===== src/hdl/evfg_pkg.sv =====
// Shared types, codes and sizes for the event flag group block.
// No dependencies; imported by evfg_ram users and the top level.
package evfg_pkg;

    localparam int WAITER_SLOTS = 16;
    localparam int IDX_W = (WAITER_SLOTS > 1) ? $clog2(WAITER_SLOTS) : 1;
    localparam int CNT_W = $clog2(WAITER_SLOTS + 1);

    localparam int FLAG_W   = 32;
    localparam int TID_W    = 4;
    localparam int OP_W     = 2;
    localparam int STATUS_W = 3;

    // opcodes
    localparam logic [OP_W-1:0] OP_SET   = 2'd0;
    localparam logic [OP_W-1:0] OP_CLEAR = 2'd1;
    localparam logic [OP_W-1:0] OP_WAIT  = 2'd2;

    // result status codes
    localparam logic [STATUS_W-1:0] ST_DONE   = 3'd0;
    localparam logic [STATUS_W-1:0] ST_WOKEN  = 3'd1;
    localparam logic [STATUS_W-1:0] ST_SAT    = 3'd2;
    localparam logic [STATUS_W-1:0] ST_QUEUED = 3'd3;
    localparam logic [STATUS_W-1:0] ST_FULL   = 3'd4;

    typedef logic [FLAG_W-1:0]   t_flags;
    typedef logic [TID_W-1:0]    t_tid;
    typedef logic [STATUS_W-1:0] t_status;

    typedef struct packed {
        t_tid   thread;
        t_flags mask;
        logic   mode_all;
    } t_entry;

    localparam int ENTRY_W = $bits(t_entry);

    function automatic logic cond_holds(t_flags flags, t_flags mask, logic all);
        if (all) begin
            return (flags & mask) == mask;
        end
        return (flags & mask) != '0;
    endfunction

endpackage


===== src/hdl/evfg_ram.sv =====
// Generic single-clock RAM: one write port, one read port, registered read.
// No dependencies.
module evfg_ram #(
    parameter int WIDTH = 8,
    parameter int DEPTH = 16
) (
    input  logic                                        i_clk,
    input  logic                                        i_we,
    input  logic [((DEPTH > 1) ? $clog2(DEPTH) : 1)-1:0] i_waddr,
    input  logic [WIDTH-1:0]                            i_wdata,
    input  logic [((DEPTH > 1) ? $clog2(DEPTH) : 1)-1:0] i_raddr,
    output logic [WIDTH-1:0]                            o_rdata
);

    logic [WIDTH-1:0] mem [DEPTH];
    logic [WIDTH-1:0] r_rdata;

    always_ff @(posedge i_clk) begin
        if (i_we) begin
            mem[i_waddr] <= i_wdata;
        end
        r_rdata <= mem[i_raddr];
    end

    assign o_rdata = r_rdata;

endmodule


===== src/hdl/event_flag_group_waiter_wake.sv =====
// Event flag group with an arrival-ordered waiter table.
// Depends on evfg_pkg and evfg_ram.
//
// Usage
//   Request channel: drive i_opcode, i_flag_mask, i_thread_id, i_wait_all
//   and raise start; the request is taken at a clock edge where start is
//   high and busy is low.
//   Result channel: each result sits on the o_ ports for one cycle with
//   o_valid high. o_last_result marks the final result of a request. The
//   receiver cannot stall, so results are simply presented once.
// Latency / throughput
//   Clear, wait, unknown opcodes and a set with an empty table: one result
//   in the cycle after the request; busy stays low, so a request can be
//   taken every cycle.
//   Set with N queued waiters: the table memory is read one entry per cycle
//   (one read port, registered read) and survivors are written back
//   compacted in place. busy stays high while the table is walked and the
//   final result is formed, so no new request is taken meanwhile.
// Reset
//   i_rst_n low clears the flag word, the waiter count and the control
//   state. The table memory is not cleared; entries past the count are
//   never read.
module event_flag_group_waiter_wake (
    input  logic                      i_clk,
    input  logic                      i_rst_n,
    input  logic                      start,
    output logic                      busy,
    input  logic [evfg_pkg::OP_W-1:0] i_opcode,
    input  evfg_pkg::t_flags          i_flag_mask,
    input  evfg_pkg::t_tid            i_thread_id,
    input  logic                      i_wait_all,
    output logic                      o_valid,
    output evfg_pkg::t_status         o_status,
    output evfg_pkg::t_tid            o_woken_thread,
    output evfg_pkg::t_flags          o_flag_value,
    output logic                      o_last_result
);
    import evfg_pkg::*;

    // sequencer states
    localparam logic [1:0] S_IDLE = 2'd0;
    localparam logic [1:0] S_WALK = 2'd1;
    localparam logic [1:0] S_FIN  = 2'd2;

    logic [1:0]       r_state, n_state;
    t_flags           r_flag, n_flag;
    logic [CNT_W-1:0] r_count, n_count;

    // walk bookkeeping
    logic [CNT_W-1:0] r_rd_idx, n_rd_idx;   // next entry to read
    logic [CNT_W-1:0] r_proc, n_proc;       // entries already examined
    logic [CNT_W-1:0] r_keep, n_keep;       // survivors written back
    logic             r_dv, n_dv;           // read data valid this cycle
    logic             r_pend, n_pend;       // a woken result is held back
    t_tid             r_pend_tid, n_pend_tid;

    // result register
    logic    r_valid, n_valid;
    t_status r_status, n_status;
    t_tid    r_tid, n_tid;
    t_flags  r_fv, n_fv;
    logic    r_last, n_last;

    // table memory
    logic             ram_we;
    logic [IDX_W-1:0] ram_waddr;
    t_entry           ram_wdata;
    logic [IDX_W-1:0] ram_raddr;
    t_entry           ram_rdata;

    evfg_ram #(
        .WIDTH (ENTRY_W),
        .DEPTH (WAITER_SLOTS)
    ) u_table (
        .i_clk   (i_clk),
        .i_we    (ram_we),
        .i_waddr (ram_waddr),
        .i_wdata (ram_wdata),
        .i_raddr (ram_raddr),
        .o_rdata (ram_rdata)
    );

    logic accept;
    logic hit;
    logic rd_go;
    t_flags set_flags;

    assign busy   = (r_state != S_IDLE);
    assign accept = start && !busy;
    assign hit    = cond_holds(r_flag, ram_rdata.mask, ram_rdata.mode_all);
    assign rd_go  = (r_rd_idx < r_count);
    assign set_flags = r_flag | i_flag_mask;

    always_comb begin
        n_state    = r_state;
        n_flag     = r_flag;
        n_count    = r_count;
        n_rd_idx   = r_rd_idx;
        n_proc     = r_proc;
        n_keep     = r_keep;
        n_dv       = 1'b0;
        n_pend     = r_pend;
        n_pend_tid = r_pend_tid;

        n_valid  = 1'b0;
        n_status = r_status;
        n_tid    = r_tid;
        n_fv     = r_fv;
        n_last   = 1'b0;

        ram_we    = 1'b0;
        ram_waddr = r_count[IDX_W-1:0];
        ram_wdata = '{thread: i_thread_id, mask: i_flag_mask, mode_all: i_wait_all};
        ram_raddr = r_rd_idx[IDX_W-1:0];

        case (r_state)
            S_IDLE: begin
                if (accept) begin
                    n_valid = 1'b1;
                    n_last  = 1'b1;
                    n_tid   = i_thread_id;
                    n_fv    = r_flag;
                    case (i_opcode)
                        OP_SET: begin
                            n_flag   = set_flags;
                            n_fv     = set_flags;
                            n_status = ST_DONE;
                            n_tid    = '0;
                            if (r_count != '0) begin
                                // results come from the walk instead
                                n_valid  = 1'b0;
                                n_last   = 1'b0;
                                n_state  = S_WALK;
                                n_rd_idx = '0;
                                n_proc   = '0;
                                n_keep   = '0;
                                n_pend   = 1'b0;
                            end
                        end
                        OP_CLEAR: begin
                            n_flag   = r_flag & ~i_flag_mask;
                            n_fv     = r_flag & ~i_flag_mask;
                            n_status = ST_DONE;
                            n_tid    = '0;
                        end
                        OP_WAIT: begin
                            if (cond_holds(r_flag, i_flag_mask, i_wait_all)) begin
                                n_status = ST_SAT;
                            end else if (r_count < CNT_W'(WAITER_SLOTS)) begin
                                ram_we   = 1'b1;
                                n_count  = r_count + CNT_W'(1);
                                n_status = ST_QUEUED;
                            end else begin
                                n_status = ST_FULL;
                            end
                        end
                        default: begin
                            n_status = ST_DONE;
                            n_tid    = '0;
                        end
                    endcase
                end
            end
            S_WALK: begin
                // issue one read per cycle
                if (rd_go) begin
                    n_rd_idx = r_rd_idx + CNT_W'(1);
                    n_dv     = 1'b1;
                end
                // examine the entry read last cycle
                if (r_dv) begin
                    n_proc = r_proc + CNT_W'(1);
                    if (hit) begin
                        // hold each wake one step so the final one gets last
                        if (r_pend) begin
                            n_valid  = 1'b1;
                            n_status = ST_WOKEN;
                            n_tid    = r_pend_tid;
                            n_fv     = r_flag;
                        end
                        n_pend     = 1'b1;
                        n_pend_tid = ram_rdata.thread;
                    end else begin
                        // compact survivor; keep never passes the read pointer
                        ram_we    = 1'b1;
                        ram_waddr = r_keep[IDX_W-1:0];
                        ram_wdata = ram_rdata;
                        n_keep    = r_keep + CNT_W'(1);
                    end
                    if (r_proc + CNT_W'(1) == r_count) begin
                        n_state = S_FIN;
                    end
                end
            end
            S_FIN: begin
                n_valid  = 1'b1;
                n_last   = 1'b1;
                n_fv     = r_flag;
                n_status = r_pend ? ST_WOKEN : ST_DONE;
                n_tid    = r_pend ? r_pend_tid : '0;
                n_pend   = 1'b0;
                n_count  = r_keep;
                n_state  = S_IDLE;
            end
            default: begin
                n_state = S_IDLE;
            end
        endcase
    end

    always_ff @(posedge i_clk) begin
        if (!i_rst_n) begin
            r_state <= S_IDLE;
            r_flag  <= '0;
            r_count <= '0;
            r_dv    <= 1'b0;
            r_pend  <= 1'b0;
            r_valid <= 1'b0;
        end else begin
            r_state <= n_state;
            r_flag  <= n_flag;
            r_count <= n_count;
            r_dv    <= n_dv;
            r_pend  <= n_pend;
            r_valid <= n_valid;
        end
    end

    // payload and walk pointers, no reset needed
    always_ff @(posedge i_clk) begin
        r_rd_idx   <= n_rd_idx;
        r_proc     <= n_proc;
        r_keep     <= n_keep;
        r_pend_tid <= n_pend_tid;
        r_status   <= n_status;
        r_tid      <= n_tid;
        r_fv       <= n_fv;
        r_last     <= n_last;
    end

    assign o_valid        = r_valid;
    assign o_status       = r_status;
    assign o_woken_thread = r_tid;
    assign o_flag_value   = r_fv;
    assign o_last_result  = r_valid && r_last;

`ifndef NO_ASSERTIONS
    a_count_bound: assert property (@(posedge i_clk) disable iff (!i_rst_n)
        r_count <= CNT_W'(WAITER_SLOTS))
        else $error("waiter count above table size");

    a_keep_behind: assert property (@(posedge i_clk) disable iff (!i_rst_n)
        (r_state == S_WALK) |-> (r_keep <= r_proc && r_proc <= r_rd_idx))
        else $error("compaction pointer ahead of read pointer");

    a_dv_in_walk: assert property (@(posedge i_clk) disable iff (!i_rst_n)
        r_dv |-> (r_state == S_WALK))
        else $error("table read data outside walk");

    a_fin_ends: assert property (@(posedge i_clk) disable iff (!i_rst_n)
        (r_state == S_FIN) |=> (o_valid && o_last_result && !busy))
        else $error("set walk did not end with a final result");

    a_quick_ops: assert property (@(posedge i_clk) disable iff (!i_rst_n)
        (accept && i_opcode != OP_SET) |=> (o_valid && o_last_result))
        else $error("single-result request missing its result");
`endif

endmodule

===== config.mk =====
export PLATFORM = sky130hd
export DESIGN_NAME = event_flag_group_waiter_wake
export DESIGN_NICKNAME = d
export VERILOG_FILES = /design/src/hdl/evfg_pkg.sv /design/src/hdl/evfg_ram.sv /design/src/hdl/event_flag_group_waiter_wake.sv
export SDC_FILE = /design/constraint.sdc
export NUM_CORES = 1
export LEC_CHECK = 0
export BUFFER_PORTS_ARGS = -buffer_cell sky130_fd_sc_hd__buf_2
export CORE_UTILIZATION = 35
export CTS_CLUSTER_DIAMETER = 120
export DETAILED_ROUTE_END_ITERATION = 8
export SYNTH_ARGS = -nofsm -noshare
export SYNTH_HDL_FRONTEND = slang
export SYNTH_SLANG_ARGS = --single-unit

===== constraint.sdc =====
create_clock -name i_clk -period 6.7 [get_ports i_clk]
set_input_delay 0.335 -clock i_clk [delete_from_list [all_inputs] [get_ports i_clk]]
set_output_delay 0.335 -clock i_clk [all_outputs]
set_load 0.01 [all_outputs]

==> impl_metrics.env <==
export IMPL_wl_met3_um=5740
export IMPL_layout_common_cells="650 x edfxtp_1, 185 x mux4_2, 83 x buf_2"
export IMPL_synth_area_leader_cell="edfxtp_1"
export IMPL_hold_violations=0
export IMPL_worstSetupEndpointType="flip-flop"
export IMPL_rrSetupSlack_ns=1.98
export IMPL_syn_num_nets=1544
export IMPL_crit_end="u_table.mem[10][0]"
export IMPL_rows=105
export IMPL_htreeDepth=3
export IMPL_clockBufferDepth=3
export IMPL_rr_worst_depth=7
export IMPL_dieArea_mm2=0.0841
export IMPL_cts_buffers=76
export IMPL_tightest_slew_ns=1.21
export IMPL_seqPwrFrac=0.464
export IMPL_ant_nets=0
export IMPL_wl_met2_um=34800
export IMPL_viasPerCell=5.64
export IMPL_clk_pin_slew_ns=0.06
export IMPL_final_common_cell="edfxtp_1"
export IMPL_synth_top_cell_area_share=0.673
export IMPL_grtUsageTotal=0.179
export IMPL_r2r_start="r_flag[19]"
export IMPL_cts_hold_buf=6
export IMPL_postCtsSetupBuffers=0
export IMPL_cp_required_ns=6.97
export IMPL_crit_path_start_kind="flip-flop"
export IMPL_syn_area_mm2=0.0290
export IMPL_leakage_nw=10.5
export IMPL_combPwrFrac=0.201
export IMPL_period_minus_slack_ns=4.72
export IMPL_final_nets=1661
export IMPL_die_h_um=290
export IMPL_peakVddDrop_uv=201
export IMPL_slew_headroom=0.193
export IMPL_dp_cells=2592
export IMPL_wire_per_inst_um=27.5
export IMPL_path_max_fanout=21
export IMPL_yosysSeqAreaShare=0.728
export IMPL_setup_viol=0
export IMPL_gpl_final_weighted_congestion=0.915
export IMPL_syn_avg_cell_area_um2=19.5
export IMPL_drt_met1_wl_um=32800
export IMPL_cts_root_buf="clkbuf_16"
export IMPL_yosysWarningCount=0
export IMPL_synth_main_ff_cell="edfxtp_1"
export IMPL_overflow=0
export IMPL_fmax_mhz=212
export IMPL_fp_dieW_um=290
export IMPL_synth_edf_count=650
export IMPL_topRoutingLayerUsed="met5"
export IMPL_crit_start="r_flag[19]"
export IMPL_io_buffers=83
export IMPL_synthArstFlopShare=0
export IMPL_timing_final_crit_share=0.704
export IMPL_critPathKind="flip-flop to flip-flop"
export IMPL_fin_skew_ns=0.0291
export IMPL_synth_cells=1489
export IMPL_via_count=15400
export IMPL_drive_gt1_frac=0.277
export IMPL_antenna_found_initial=18
export IMPL_outcome="finished, final reports clean"
export IMPL_cts_repair_resized=0
export IMPL_drv_slew=0
export IMPL_start_util=0.353
export IMPL_netSwitchingPower_mw=3.35
export IMPL_ys_ff_latch=730
export IMPL_ys_top_cells_by_area="edfxtp_1 67%, mux4_2 14%, dfxtp_1 5.5%"
export IMPL_grt_pass1_vias=15600
export IMPL_power_density_mw_per_mm2=360
export IMPL_r2r_end="u_table.mem[10][0]"
export IMPL_syn_to_final_growth_pct=14.9
export IMPL_insertion_delay_ns=0.62
export IMPL_final_cells=2736
export IMPL_fin_tns_setup_ns=0
export IMPL_grt_pass1_wl_um=110000
export IMPL_drt_total_wl_um=75200
export IMPL_intPower_mw=8.67
export IMPL_hpwl_um=45800
export IMPL_firstDrtPassIters=6
export IMPL_cp_data_arrival_time_ns=4.99
export IMPL_drtIter0Drc=1604
export IMPL_core_mm2=0.0821
export IMPL_switching_share=0.278
export IMPL_drc=0
export IMPL_drv_cap=0
export IMPL_grt_max_degree=140
export IMPL_clkPwrFrac=0.335
export IMPL_ios=84
export IMPL_ys_types=63
export IMPL_min_path_type="primary input to flip-flop"
export IMPL_cts_tree="yes"
export IMPL_rsz0062_at_grt="no"
export IMPL_p_total_mw=12.0
export IMPL_cts_sinks=730
[per-stage QoR]
stage               worst slack [ns]  cell area [µm²]  hold slack [ns]  utilization
finish                          1.98            33400           0.0377        0.406
global placement                2.16            31000            0.416        0.377
detailed placement              2.09            31000            0.419        0.377
CTS                             2.03            33400         0.000423        0.406
global route                    1.74            33400           0.0190        0.406
floorplan                       1.54            29000            0.403            -
[worst min path at each step]
stage,cells after the start,start,endpoint,slack [ns]
6_report,2,i_flag_mask[7],r_flag[7],0.04
5_1_grt,2,i_flag_mask[27],r_flag[27],0.02
4_1_cts,2,i_flag_mask[9],r_flag[9],0.0004
3_5_place_dp,0,u_table.o_rdata[34],r_pend_tid[1],0.42
3_3_place_gp,0,u_table.o_rdata[34],r_pend_tid[1],0.42
2_1_floorplan,0,u_table.o_rdata[36],r_pend_tid[3],0.40
[area by class of cell]
cell class	instances	area (µm²)
inverters	33	124
repair buffers	121	741
diodes	3	7.51
clock buffers	101	2040
well taps	1070	1340
fillers	7229	48700
clock inverters	34	297
flip-flops and latches	730	21100
multi-input cells	644	7700
[state kept, by name, summed over array words and instances, names as in the netlist]
register and flops:
r_dv 1, r_pend 1, o_woken_thread 4, u_table.o_rdata 37, r_state 2, o_valid 1, r_pend_tid 4, r_last 1
r_rd_idx 5, r_keep 5, u_table.mem 592, o_status 3, r_flag 32, r_proc 5, o_flag_value 32, r_count 5
[logic make-up (layout without fill, tap and decap cells)]
logic type	Yosys count	in the layout	synth area share
AO/OA/AOI/OAI	252	252	0.0610
XOR/XNOR	14	14	0.00517
adder cells (fa/ha/maj)	13	13	0.00560
buffers and inverters	115	289	0.0155
flip-flops	730	730	0.728
multiplexers	220	220	0.158
other	0	3	0
AND/OR/NAND/NOR	145	145	0.0269
[cells in the mapped netlist, types with 4 or more instances]
library cell	instances
edfxtp_1	650
mux4_2	185
dfxtp_1	80
a21oi_1	69
clkbuf_1	66
a31oi_1	34
inv_1	33
a22oi_1	32
a311oi_1	32
nor2_1	30
nand2b_1	25
nor2b_1	25
mux2_2	23
o21ai_0	17
nand2_1	16
nand3_1	15
ha_1	13
buf_1	10
nand4_1	10
mux2_4	9
o2111ai_1	7
o22ai_1	7
o32ai_1	7
nor3_1	6
xnor2_1	6
xor2_1	6
a2111o_1	5
a21o_1	5
a22o_1	5
and2_1	5
a2111oi_0	4
nor4_1	4
o211ai_1	4
[power by group through the flow]
stage	combinational, mW	sequential, mW	clock, mW
floorplan	1.57	5.61	0
global placement	2.46	5.64	0
detailed placement	2.44	5.66	0
CTS	2.46	5.57	4.11
global route	2.59	5.60	4.26
finish	2.42	5.57	4.02
[routing by layer]
layer,track usage,vias to the layer above
li1,-,6504
met1,0.252,8207
met2,0.275,585
met3,0.0467,126
met4,0.0444,16
met5,0,-
[worst max-delay path, stage by stage (launching register included)]
cell and delay, ns:
dfxtp_1 0.39, a22oi_1 0.27, nand4_1 0.22, o41ai_1 0.80, o31a_1 0.41, nand3_2 0.62, o32ai_4 1.15, buf_4 0.49
(Power assumes the default switching activity.)
